[src/kctr_pkg.sv]
`timescale 1ns / 1ps
// ----------------------------------------------------------------------------
// kctr_pkg
// Types and codes shared by the keypad countdown timer relay block.
// ----------------------------------------------------------------------------
package kctr_pkg;

	localparam int unsigned VAL_W     = 10;
	localparam int unsigned CFG_IDX_W = 3;

	typedef logic [VAL_W-1:0] val_t;

	typedef enum logic [CFG_IDX_W-1:0] {
		REG_THRESH_STOP  = 3'd0,
		REG_THRESH_PLUS  = 3'd1,
		REG_THRESH_MINUS = 3'd2,
		REG_THRESH_START = 3'd3,
		REG_TICKS_PER_S  = 3'd4,
		REG_MAX_SETPOINT = 3'd5
	} cfg_idx_t;

	typedef enum logic {
		CMD_SAMPLE = 1'b0,
		CMD_TICK   = 1'b1
	} cmd_t;

	typedef enum logic [1:0] {
		MODE_SET  = 2'd0,
		MODE_RUN  = 2'd1,
		MODE_DONE = 2'd2
	} mode_t;

	typedef enum logic [2:0] {
		KEY_NONE  = 3'd0,
		KEY_PLUS  = 3'd1,
		KEY_MINUS = 3'd2,
		KEY_START = 3'd3,
		KEY_STOP  = 3'd4
	} key_t;

	typedef enum logic [1:0] {
		BEEP_NONE   = 2'd0,
		BEEP_SHORT  = 2'd1,
		BEEP_TRIPLE = 2'd2
	} beep_t;

	typedef struct packed {
		val_t thresh_stop;
		val_t thresh_plus;
		val_t thresh_minus;
		val_t thresh_start;
		val_t ticks_per_second;
		val_t max_setpoint;
	} cfg_t;

	typedef struct packed {
		logic [1:0] mode;
		val_t       target_seconds;
		val_t       elapsed_seconds;
		logic       paused;
		logic       relay_on;
		logic [1:0] beep;
		logic [2:0] key_event;
	} res_t;

	localparam val_t RST_THRESH_STOP  = 10'd861;
	localparam val_t RST_THRESH_PLUS  = 10'd581;
	localparam val_t RST_THRESH_MINUS = 10'd351;
	localparam val_t RST_THRESH_START = 10'd101;
	localparam val_t RST_TICKS_PER_S  = 10'd1000;
	localparam val_t RST_MAX_SETPOINT = 10'd999;
	localparam val_t VAL_MAX          = 10'd1023;

endpackage

[src/kctr_if.sv]
`timescale 1ns / 1ps
// ----------------------------------------------------------------------------
// kctr_if
// Valid/ready channels of the keypad countdown timer relay block.
// ----------------------------------------------------------------------------
interface kctr_item_if;
	logic       valid;
	logic       ready;
	logic       command;
	logic [9:0] adc_level;

	modport source (output valid, command, adc_level, input ready);
	modport sink   (input valid, command, adc_level, output ready);
endinterface

interface kctr_result_if;
	logic       valid;
	logic       ready;
	logic [1:0] mode;
	logic [9:0] target_seconds;
	logic [9:0] elapsed_seconds;
	logic       paused;
	logic       relay_on;
	logic [1:0] beep;
	logic [2:0] key_event;

	modport source (output valid, mode, target_seconds, elapsed_seconds, paused,
		relay_on, beep, key_event, input ready);
	modport sink   (input valid, mode, target_seconds, elapsed_seconds, paused,
		relay_on, beep, key_event, output ready);
endinterface

interface kctr_cfg_if;
	logic       valid;
	logic       ready;
	logic [2:0] index;
	logic [9:0] data;

	modport source (output valid, index, data, input ready);
	modport sink   (input valid, index, data, output ready);
endinterface

[src/kctr_cfg_regs.sv]
`timescale 1ns / 1ps
// ----------------------------------------------------------------------------
// kctr_cfg_regs
// Configuration register file: key thresholds, second length, setpoint limit.
// ----------------------------------------------------------------------------
module kctr_cfg_regs (
	input  logic           clk,
	input  logic           arst_n,
	kctr_cfg_if.sink       cfg,
	output kctr_pkg::cfg_t regs
);
	import kctr_pkg::*;

	cfg_t regs_q;

	assign cfg.ready = 1'b1;
	assign regs      = regs_q;

	always_ff @(posedge clk or negedge arst_n) begin
		if (!arst_n) begin
			regs_q.thresh_stop      <= RST_THRESH_STOP;
			regs_q.thresh_plus      <= RST_THRESH_PLUS;
			regs_q.thresh_minus     <= RST_THRESH_MINUS;
			regs_q.thresh_start     <= RST_THRESH_START;
			regs_q.ticks_per_second <= RST_TICKS_PER_S;
			regs_q.max_setpoint     <= RST_MAX_SETPOINT;
		end else if (cfg.valid && cfg.ready) begin
			case (cfg_idx_t'(cfg.index))
				REG_THRESH_STOP:  regs_q.thresh_stop      <= cfg.data;
				REG_THRESH_PLUS:  regs_q.thresh_plus      <= cfg.data;
				REG_THRESH_MINUS: regs_q.thresh_minus     <= cfg.data;
				REG_THRESH_START: regs_q.thresh_start     <= cfg.data;
				REG_TICKS_PER_S:  regs_q.ticks_per_second <= cfg.data;
				REG_MAX_SETPOINT: regs_q.max_setpoint     <= cfg.data;
				default: begin
				end
			endcase
		end
	end

endmodule

[src/kctr_ctrl.sv]
`timescale 1ns / 1ps
// ----------------------------------------------------------------------------
// kctr_ctrl
// Key decode, press detection, mode machine and second counting.
// ----------------------------------------------------------------------------
module kctr_ctrl (
	input  logic           clk,
	input  logic           arst_n,
	input  logic           step,
	input  logic           command,
	input  kctr_pkg::val_t adc_level,
	input  kctr_pkg::cfg_t regs,
	output kctr_pkg::res_t res
);
	import kctr_pkg::*;

	mode_t mode_q, mode_n;
	val_t  setpoint_q, setpoint_n;
	val_t  elapsed_q, elapsed_n;
	logic  pause_q, pause_n;
	logic  relay_q, relay_n;
	key_t  prev_key_q, prev_key_n;
	val_t  ms_q, ms_n;
	logic  pending_q, pending_n;

	key_t        key;
	key_t        event_key;
	beep_t       beep;
	logic [10:0] ms_sum;
	val_t        elapsed_inc;

	always_comb begin
		if (adc_level > regs.thresh_stop) begin
			key = KEY_STOP;
		end else if (adc_level > regs.thresh_plus) begin
			key = KEY_PLUS;
		end else if (adc_level > regs.thresh_minus) begin
			key = KEY_MINUS;
		end else if (adc_level > regs.thresh_start) begin
			key = KEY_START;
		end else begin
			key = KEY_NONE;
		end
	end

	assign ms_sum      = {1'b0, ms_q} + 11'd1;
	assign elapsed_inc = (elapsed_q == VAL_MAX) ? elapsed_q : elapsed_q + 10'd1;

	always_comb begin
		mode_n     = mode_q;
		setpoint_n = setpoint_q;
		elapsed_n  = elapsed_q;
		pause_n    = pause_q;
		relay_n    = relay_q;
		prev_key_n = prev_key_q;
		ms_n       = ms_q;
		pending_n  = pending_q;
		event_key  = KEY_NONE;
		beep       = BEEP_NONE;
		if (cmd_t'(command) == CMD_TICK) begin
			if (ms_sum >= {1'b0, regs.ticks_per_second} || ms_sum[10]) begin
				ms_n      = '0;
				pending_n = 1'b1;
			end else begin
				ms_n = ms_sum[9:0];
			end
		end else begin
			if (key != prev_key_q) begin
				prev_key_n = key;
				event_key  = key;
				if (key == KEY_START || key == KEY_STOP) begin
					beep = BEEP_SHORT;
				end
			end
			case (mode_q)
				MODE_SET: begin
					if (event_key == KEY_PLUS && setpoint_q < regs.max_setpoint) begin
						setpoint_n = setpoint_q + 10'd1;
					end
					if (event_key == KEY_MINUS && setpoint_q != '0) begin
						setpoint_n = setpoint_q - 10'd1;
					end
					if (event_key == KEY_START && setpoint_q != '0) begin
						elapsed_n = '0;
						pause_n   = 1'b0;
						mode_n    = MODE_RUN;
					end
				end
				MODE_RUN: begin
					if (event_key == KEY_START) begin
						pause_n = ~pause_q;
					end
					if (event_key == KEY_STOP) begin
						elapsed_n = '0;
						pause_n   = 1'b0;
						mode_n    = MODE_SET;
					end else if (pending_q) begin
						pending_n = 1'b0;
						if (!pause_n) begin
							elapsed_n = elapsed_inc;
							if (elapsed_inc >= setpoint_q) begin
								relay_n = 1'b1;
								mode_n  = MODE_DONE;
								beep    = BEEP_TRIPLE;
							end
						end
					end
				end
				MODE_DONE: begin
					if (event_key != KEY_NONE) begin
						relay_n = 1'b0;
						mode_n  = MODE_SET;
					end
				end
				default: begin
				end
			endcase
		end
	end

	assign res.mode            = mode_n;
	assign res.target_seconds  = setpoint_n;
	assign res.elapsed_seconds = elapsed_n;
	assign res.paused          = pause_n;
	assign res.relay_on        = relay_n;
	assign res.beep            = beep;
	assign res.key_event       = event_key;

	always_ff @(posedge clk or negedge arst_n) begin
		if (!arst_n) begin
			mode_q     <= MODE_SET;
			setpoint_q <= '0;
			elapsed_q  <= '0;
			pause_q    <= 1'b0;
			relay_q    <= 1'b0;
			prev_key_q <= KEY_NONE;
			ms_q       <= '0;
			pending_q  <= 1'b0;
		end else if (step) begin
			mode_q     <= mode_n;
			setpoint_q <= setpoint_n;
			elapsed_q  <= elapsed_n;
			pause_q    <= pause_n;
			relay_q    <= relay_n;
			prev_key_q <= prev_key_n;
			ms_q       <= ms_n;
			pending_q  <= pending_n;
		end
	end

endmodule

[src/keypad_countdown_timer_relay.sv]
`timescale 1ns / 1ps
// The block takes one beat per clock cycle on the item channel, save while a
// stalled result channel holds it back, and returns one result beat per item,
// which passes through the input register and then the result register. The
// rate is set by the update of the timer state, which is applied as an item
// leaves the input register. A stalled result channel holds the result
// register and then the input register, so the item channel stops taking
// beats only while both are full.
// ----------------------------------------------------------------------------
// keypad_countdown_timer_relay
// Programmable seconds timer with an analog keypad and a relay output.
// ----------------------------------------------------------------------------
module keypad_countdown_timer_relay (
	input  logic          clk,
	input  logic          arst_n,
	kctr_item_if.sink     item,
	kctr_result_if.source result,
	kctr_cfg_if.sink      cfg
);
	import kctr_pkg::*;

	logic valid_s1;
	logic command_s1;
	val_t adc_level_s1;
	logic valid_s2;
	res_t res_s2;
	res_t res_next;
	cfg_t regs;
	logic out_free;
	logic advance;

	assign out_free   = !valid_s2 || result.ready;
	assign advance    = valid_s1 && out_free;
	assign item.ready = !valid_s1 || out_free;

	kctr_cfg_regs u_cfg (
		.clk    (clk),
		.arst_n (arst_n),
		.cfg    (cfg),
		.regs   (regs)
	);

	kctr_ctrl u_ctrl (
		.clk       (clk),
		.arst_n    (arst_n),
		.step      (advance),
		.command   (command_s1),
		.adc_level (adc_level_s1),
		.regs      (regs),
		.res       (res_next)
	);

	always_ff @(posedge clk or negedge arst_n) begin
		if (!arst_n) begin
			valid_s1 <= 1'b0;
		end else if (item.ready) begin
			valid_s1 <= item.valid;
		end
	end

	always_ff @(posedge clk) begin
		if (item.ready && item.valid) begin
			command_s1   <= item.command;
			adc_level_s1 <= item.adc_level;
		end
	end

	always_ff @(posedge clk or negedge arst_n) begin
		if (!arst_n) begin
			valid_s2 <= 1'b0;
		end else if (out_free) begin
			valid_s2 <= valid_s1;
		end
	end

	always_ff @(posedge clk) begin
		if (advance) begin
			res_s2 <= res_next;
		end
	end

	assign result.valid           = valid_s2;
	assign result.mode            = res_s2.mode;
	assign result.target_seconds  = res_s2.target_seconds;
	assign result.elapsed_seconds = res_s2.elapsed_seconds;
	assign result.paused          = res_s2.paused;
	assign result.relay_on        = res_s2.relay_on;
	assign result.beep            = res_s2.beep;
	assign result.key_event       = res_s2.key_event;

endmodule

[src/flat_wrapper.sv]
// flat-port wrapper written by rule: the top's interface ports become plain ports
module keypad_countdown_timer_relay_flat import kctr_pkg::*;
  (clk, arst_n, item_valid, item_command, item_adc_level, item_ready, result_valid, result_mode, result_target_seconds, result_elapsed_seconds, result_paused, result_relay_on, result_beep, result_key_event, result_ready, cfg_valid, cfg_index, cfg_data, cfg_ready);
  kctr_item_if item_i ();
  kctr_result_if result_i ();
  kctr_cfg_if cfg_i ();
  input  logic clk;
  input  logic arst_n;
  input wire logic [$bits(item_i.valid)-1:0] item_valid;
  input wire logic [$bits(item_i.command)-1:0] item_command;
  input wire logic [$bits(item_i.adc_level)-1:0] item_adc_level;
  output wire logic [$bits(item_i.ready)-1:0] item_ready;
  output wire logic [$bits(result_i.valid)-1:0] result_valid;
  output wire logic [$bits(result_i.mode)-1:0] result_mode;
  output wire logic [$bits(result_i.target_seconds)-1:0] result_target_seconds;
  output wire logic [$bits(result_i.elapsed_seconds)-1:0] result_elapsed_seconds;
  output wire logic [$bits(result_i.paused)-1:0] result_paused;
  output wire logic [$bits(result_i.relay_on)-1:0] result_relay_on;
  output wire logic [$bits(result_i.beep)-1:0] result_beep;
  output wire logic [$bits(result_i.key_event)-1:0] result_key_event;
  input wire logic [$bits(result_i.ready)-1:0] result_ready;
  input wire logic [$bits(cfg_i.valid)-1:0] cfg_valid;
  input wire logic [$bits(cfg_i.index)-1:0] cfg_index;
  input wire logic [$bits(cfg_i.data)-1:0] cfg_data;
  output wire logic [$bits(cfg_i.ready)-1:0] cfg_ready;
  assign item_i.valid = item_valid;
  assign item_i.command = item_command;
  assign item_i.adc_level = item_adc_level;
  assign item_ready = item_i.ready;
  assign result_valid = result_i.valid;
  assign result_mode = result_i.mode;
  assign result_target_seconds = result_i.target_seconds;
  assign result_elapsed_seconds = result_i.elapsed_seconds;
  assign result_paused = result_i.paused;
  assign result_relay_on = result_i.relay_on;
  assign result_beep = result_i.beep;
  assign result_key_event = result_i.key_event;
  assign result_i.ready = result_ready;
  assign cfg_i.valid = cfg_valid;
  assign cfg_i.index = cfg_index;
  assign cfg_i.data = cfg_data;
  assign cfg_ready = cfg_i.ready;
  keypad_countdown_timer_relay u_core (.clk(clk), .arst_n(arst_n), .item(item_i), .result(result_i), .cfg(cfg_i));
endmodule
[config.mk]
export PLATFORM = sky130hd
export DESIGN_NAME = keypad_countdown_timer_relay_flat
export DESIGN_NICKNAME = d
export VERILOG_FILES = /design/src/kctr_pkg.sv /design/src/kctr_if.sv /design/src/kctr_cfg_regs.sv /design/src/kctr_ctrl.sv /design/src/keypad_countdown_timer_relay.sv /design/src/flat_wrapper.sv
export SDC_FILE = /design/constraint.sdc
export NUM_CORES = 1
export LEC_CHECK = 0
export BUFFER_PORTS_ARGS = -buffer_cell sky130_fd_sc_hd__buf_4
export CAP_MARGIN = 20
export CORE_AREA = 5 5 160 162
export CTS_CLUSTER_DIAMETER = 150
export CTS_CLUSTER_SIZE = 14
export DETAILED_ROUTE_END_ITERATION = 8
export DIE_AREA = 0 0 165 167
export PLACE_DENSITY = 0.58
export SETUP_SLACK_MARGIN = 0.05
export SLEW_MARGIN = 20
export SYNTH_ARGS = -nofsm -noshare
export SYNTH_HDL_FRONTEND = slang
export SYNTH_SLANG_ARGS = --single-unit
[constraint.sdc]
create_clock -name clk -period 6.4 [get_ports clk]
set_input_delay 1.28 -clock clk [delete_from_list [all_inputs] [get_ports clk]]
set_output_delay 1.28 -clock clk [all_outputs]
set_load 0.02 [all_outputs]
==> out/metrics.cfg <==
[floorplanning]
rows = 57
fp.dieArea_mm2 = 0.0276
core_area_mm2 = 0.0240
ios = 61
fp.dieH_um = 167
die_w_um = 165
initial_core_util_pct = 34.3

[setup_path]
crit_path_start_kind = register
path_delay_family = compound AO/OA/AOI/OAI gates
r2r-end = u_core.result.elapsed_seconds[0]$_DFFE_PP_
max_stage_delay_ns = 0.55
slowest_stage = or4_1
crit_type = reg2reg
r2r_slack_ns = 2.42
cp.arrival_ns = 4.17
r2r_start = u_core.u_cfg.regs[53]$_DFFE_PN1P_
crit_path_end_kind = register
crit_chain = inv_1 > ha_1 > a21oi_1 > o21ai_1 > a2111oi_2 > nor2_1 > or4_1 > a41o_2 > mux2i_1 > or3_1 > a21o_1 > a22o_1
crit_path_max_fanout = 10
reg2reg_depth = 12
path_buf_inv = 1
required_ns = 6.59

[min_path]
hp-class = reg2reg
min_from = u_core.valid_s1$_DFFE_PN0N_
hold_end = u_core.result.valid$_DFFE_PN0P_
holdPathStages = 1

[status]
status = complete, no violations

[global_route]
grt_pass1_vias = 5889
grtUsageTotal_pct = 14.1
antenna_found_initial = 0
grt_max_degree = 62
grt_pass1_wl_um = 31000
grt-ovfl-total = 0

[detailed_routing]
drc = 0
drt_iter0_drc = 254
drtAntennaViolNets = 0
wl_per_cell_um = 15.2
vias_per_cell = 4.92
wirelength_um = 18600
dr_total_vias = 6024
drtPass1Iterations = 5

[placement]
placed_area_mm2 = 0.00902
dp.cells = 1193
dp_hpwl_um = 13800
gp_congestion = 0.833
dp_slack_ns = 2.42
port_buffers = 59

[logic_synthesis]
synthArstFlopShare_pct = 71.4
synth_edf_count = 40
synth_nets = 935
netlist-cell-type-count = 67
yosys_most_used_dff = dfrtp_1
synth_cells = 829
syn_avg_cell_area_um2 = 9.91
ys_seq_area_share_pct = 45.6
ys_warn_count = 0
synth_area_mm2 = 0.00822
ys_ff_latch = 140

[clocking]
cts_setup_buffers = 0
postCtsHoldBufs = 0
clk-insertion-delay-late_ns = 0.43
clock_sinks = 140
root_buffer = clkbuf_16
htreeDepth = 4
cts_tree = done
cts_buffer_depth = 2
cts_resized = 0
cts-buffers-inserted = 17
clk_pin_slew_ns = 0.06

[timing]
finalHoldViolations = 0
final.setup.tns_ns = 0
slew_viol_final = 0
period_minus_slack_ns = 3.98
hold_ws_ns = 0.484
finalCritPeriodShare_pct = 62.2
relSlewSlack_pct = 46.2
tightest_slew_ns = 0.807
rsz0062_at_grt = false
worst_slack_ns = 2.42
finalSetupViolCount = 0
fin_worst_skew_ns = 0.0185
max_freq_mhz = 251

[final_layout]
seqCellArea_mm2 = 0.00375
areaGrowthSynthToFinish_pct = 16.4
n_antenna_cell = 0
multi_input_area_mm2 = 0.00407
drive_gt1_share_pct = 19.9
n_fill_cell = 2392
stdcell_count = 1225
final_net_count = 994
fin_util_pct = 39.9
final_cell_mix = nand2_1, o21ai_0, inv_1
layout_commonest_cell = nand2_1
fin_area_mm2 = 0.00957

[power]
p_total_mw = 3.06
p_per_area_mw_per_mm2 = 320
p_leak_nw = 4.18
vdd_ir_drop_max_mv = 0.204

[job]
cap_violations = 0

## kinds of logic (layout without fill, tap and decap cells)
logic type	Yosys count	in the layout	share of synthesized area, %
AOI/OAI and AO/OA	191	191	14.9
xor gates and xnor gates	34	34	3.62
adders and majority gates	77	77	11.7
buffers and inverters	106	178	5.05
DFF	140	140	45.6
muxes	30	30	4.06
other	1	1	0.0456
and+or+nand+nor	250	250	14.9
## power by group
part	total, mW	internal [mW]	switching [mW]
Clock	0.923	0.521	0.402
Combinational	0.902	0.387	0.514
Sequential	1.24	1.12	0.122
Total	3.06	2.03	1.04
## cell usage after synthesis (8+ instances only)
cell | count | area [um^2]
a22o_1 | 11 | 96.3
dfstp_2 | 36 | 946
dfrtp_1 | 64 | 1600
mux2_2 | 27 | 304
xor2_1 | 9 | 78.8
nor2_1 | 31 | 116
a21o_1 | 16 | 120
a21oi_1 | 27 | 135
o21ai_0 | 84 | 420
edfxtp_1 | 40 | 1200
a31oi_1 | 9 | 56.3
nand2_1 | 109 | 409
clkbuf_1 | 19 | 71.3
o31ai_1 | 8 | 60.1
xnor2_1 | 25 | 219
inv_1 | 81 | 304
nor3_1 | 8 | 40.0
nand3_1 | 20 | 100
ha_1 | 77 | 963
nand4_1 | 10 | 62.6
nand2b_1 | 14 | 87.6
and3_1 | 10 | 62.6
## registers in the layout (all words and copies together) (netlist names), 2 cells and up
register                       count
u_core.u_cfg.regs                 60
u_core.adc_level_s1               10
u_core.result.elapsed_seconds     10
u_core.result.target_seconds      10
u_core.u_ctrl.elapsed_q           10
u_core.u_ctrl.ms_q                10
u_core.u_ctrl.setpoint_q          10
u_core.result.key_event            3
u_core.u_ctrl.prev_key_q           3
u_core.result.beep                 2
u_core.result.mode                 2
u_core.u_ctrl.mode_q               2
## worst register-to-register path, cell delays in order (launching register included)
cell and delay (ns):
dfstp_2 0.52, inv_1 0.05, ha_1 0.31, a21oi_1 0.15, o21ai_1 0.14, a2111oi_2 0.42
nor2_1 0.18, or4_1 0.55, a41o_2 0.30, mux2i_1 0.14, or3_1 0.55, a21o_1 0.22
a22o_1 0.21
## layout make-up
type	count	share of cell area, %
multi-input combinational	583	42.6
tap	324	4.24
timing repair buffer	65	5.10
clock inverter	12	0.929
clock buffer	20	4.79
sequential	140	39.2
inverter	81	3.18
## worst max-delay path by stage
stage | startpoint | to | slack, ns | cells after the start
2_1_floorplan | result_ready | u_core.u_ctrl.ms_q[6]$_DFFE_PN0P_ | 2.67 | 8
3_3_place_gp | u_core.u_cfg.regs[53]$_DFFE_PN1P_ | u_core.result.elapsed_seconds[0]$_DFFE_PP_ | 2.47 | 12
3_5_place_dp | u_core.u_cfg.regs[53]$_DFFE_PN1P_ | u_core.result.elapsed_seconds[0]$_DFFE_PP_ | 2.42 | 12
4_1_cts | u_core.u_cfg.regs[53]$_DFFE_PN1P_ | u_core.result.elapsed_seconds[0]$_DFFE_PP_ | 2.39 | 12
5_1_grt | u_core.u_ctrl.elapsed_q[3]$_DFFE_PN0P_ | u_core.u_ctrl.mode_q[1]$_DFFE_PN0P_ | 2.05 | 15
6_report | u_core.u_cfg.regs[53]$_DFFE_PN1P_ | u_core.result.elapsed_seconds[0]$_DFFE_PP_ | 2.42 | 12
## layer usage
| layer | vias up | GRT usage (%) | wire length [um] |
|---|---|---|---|
| met1 | 2874 | 20.2 | 9170 |
| met4 | 0 | 3.62 | 121 |
| li1 | 3040 | - | - |
| met5 | - | 0 | 0 |
| met3 | 10 | 2.97 | 751 |
| met2 | 100 | 21.6 | 8520 |
Power figures use the tool's default switching activity.
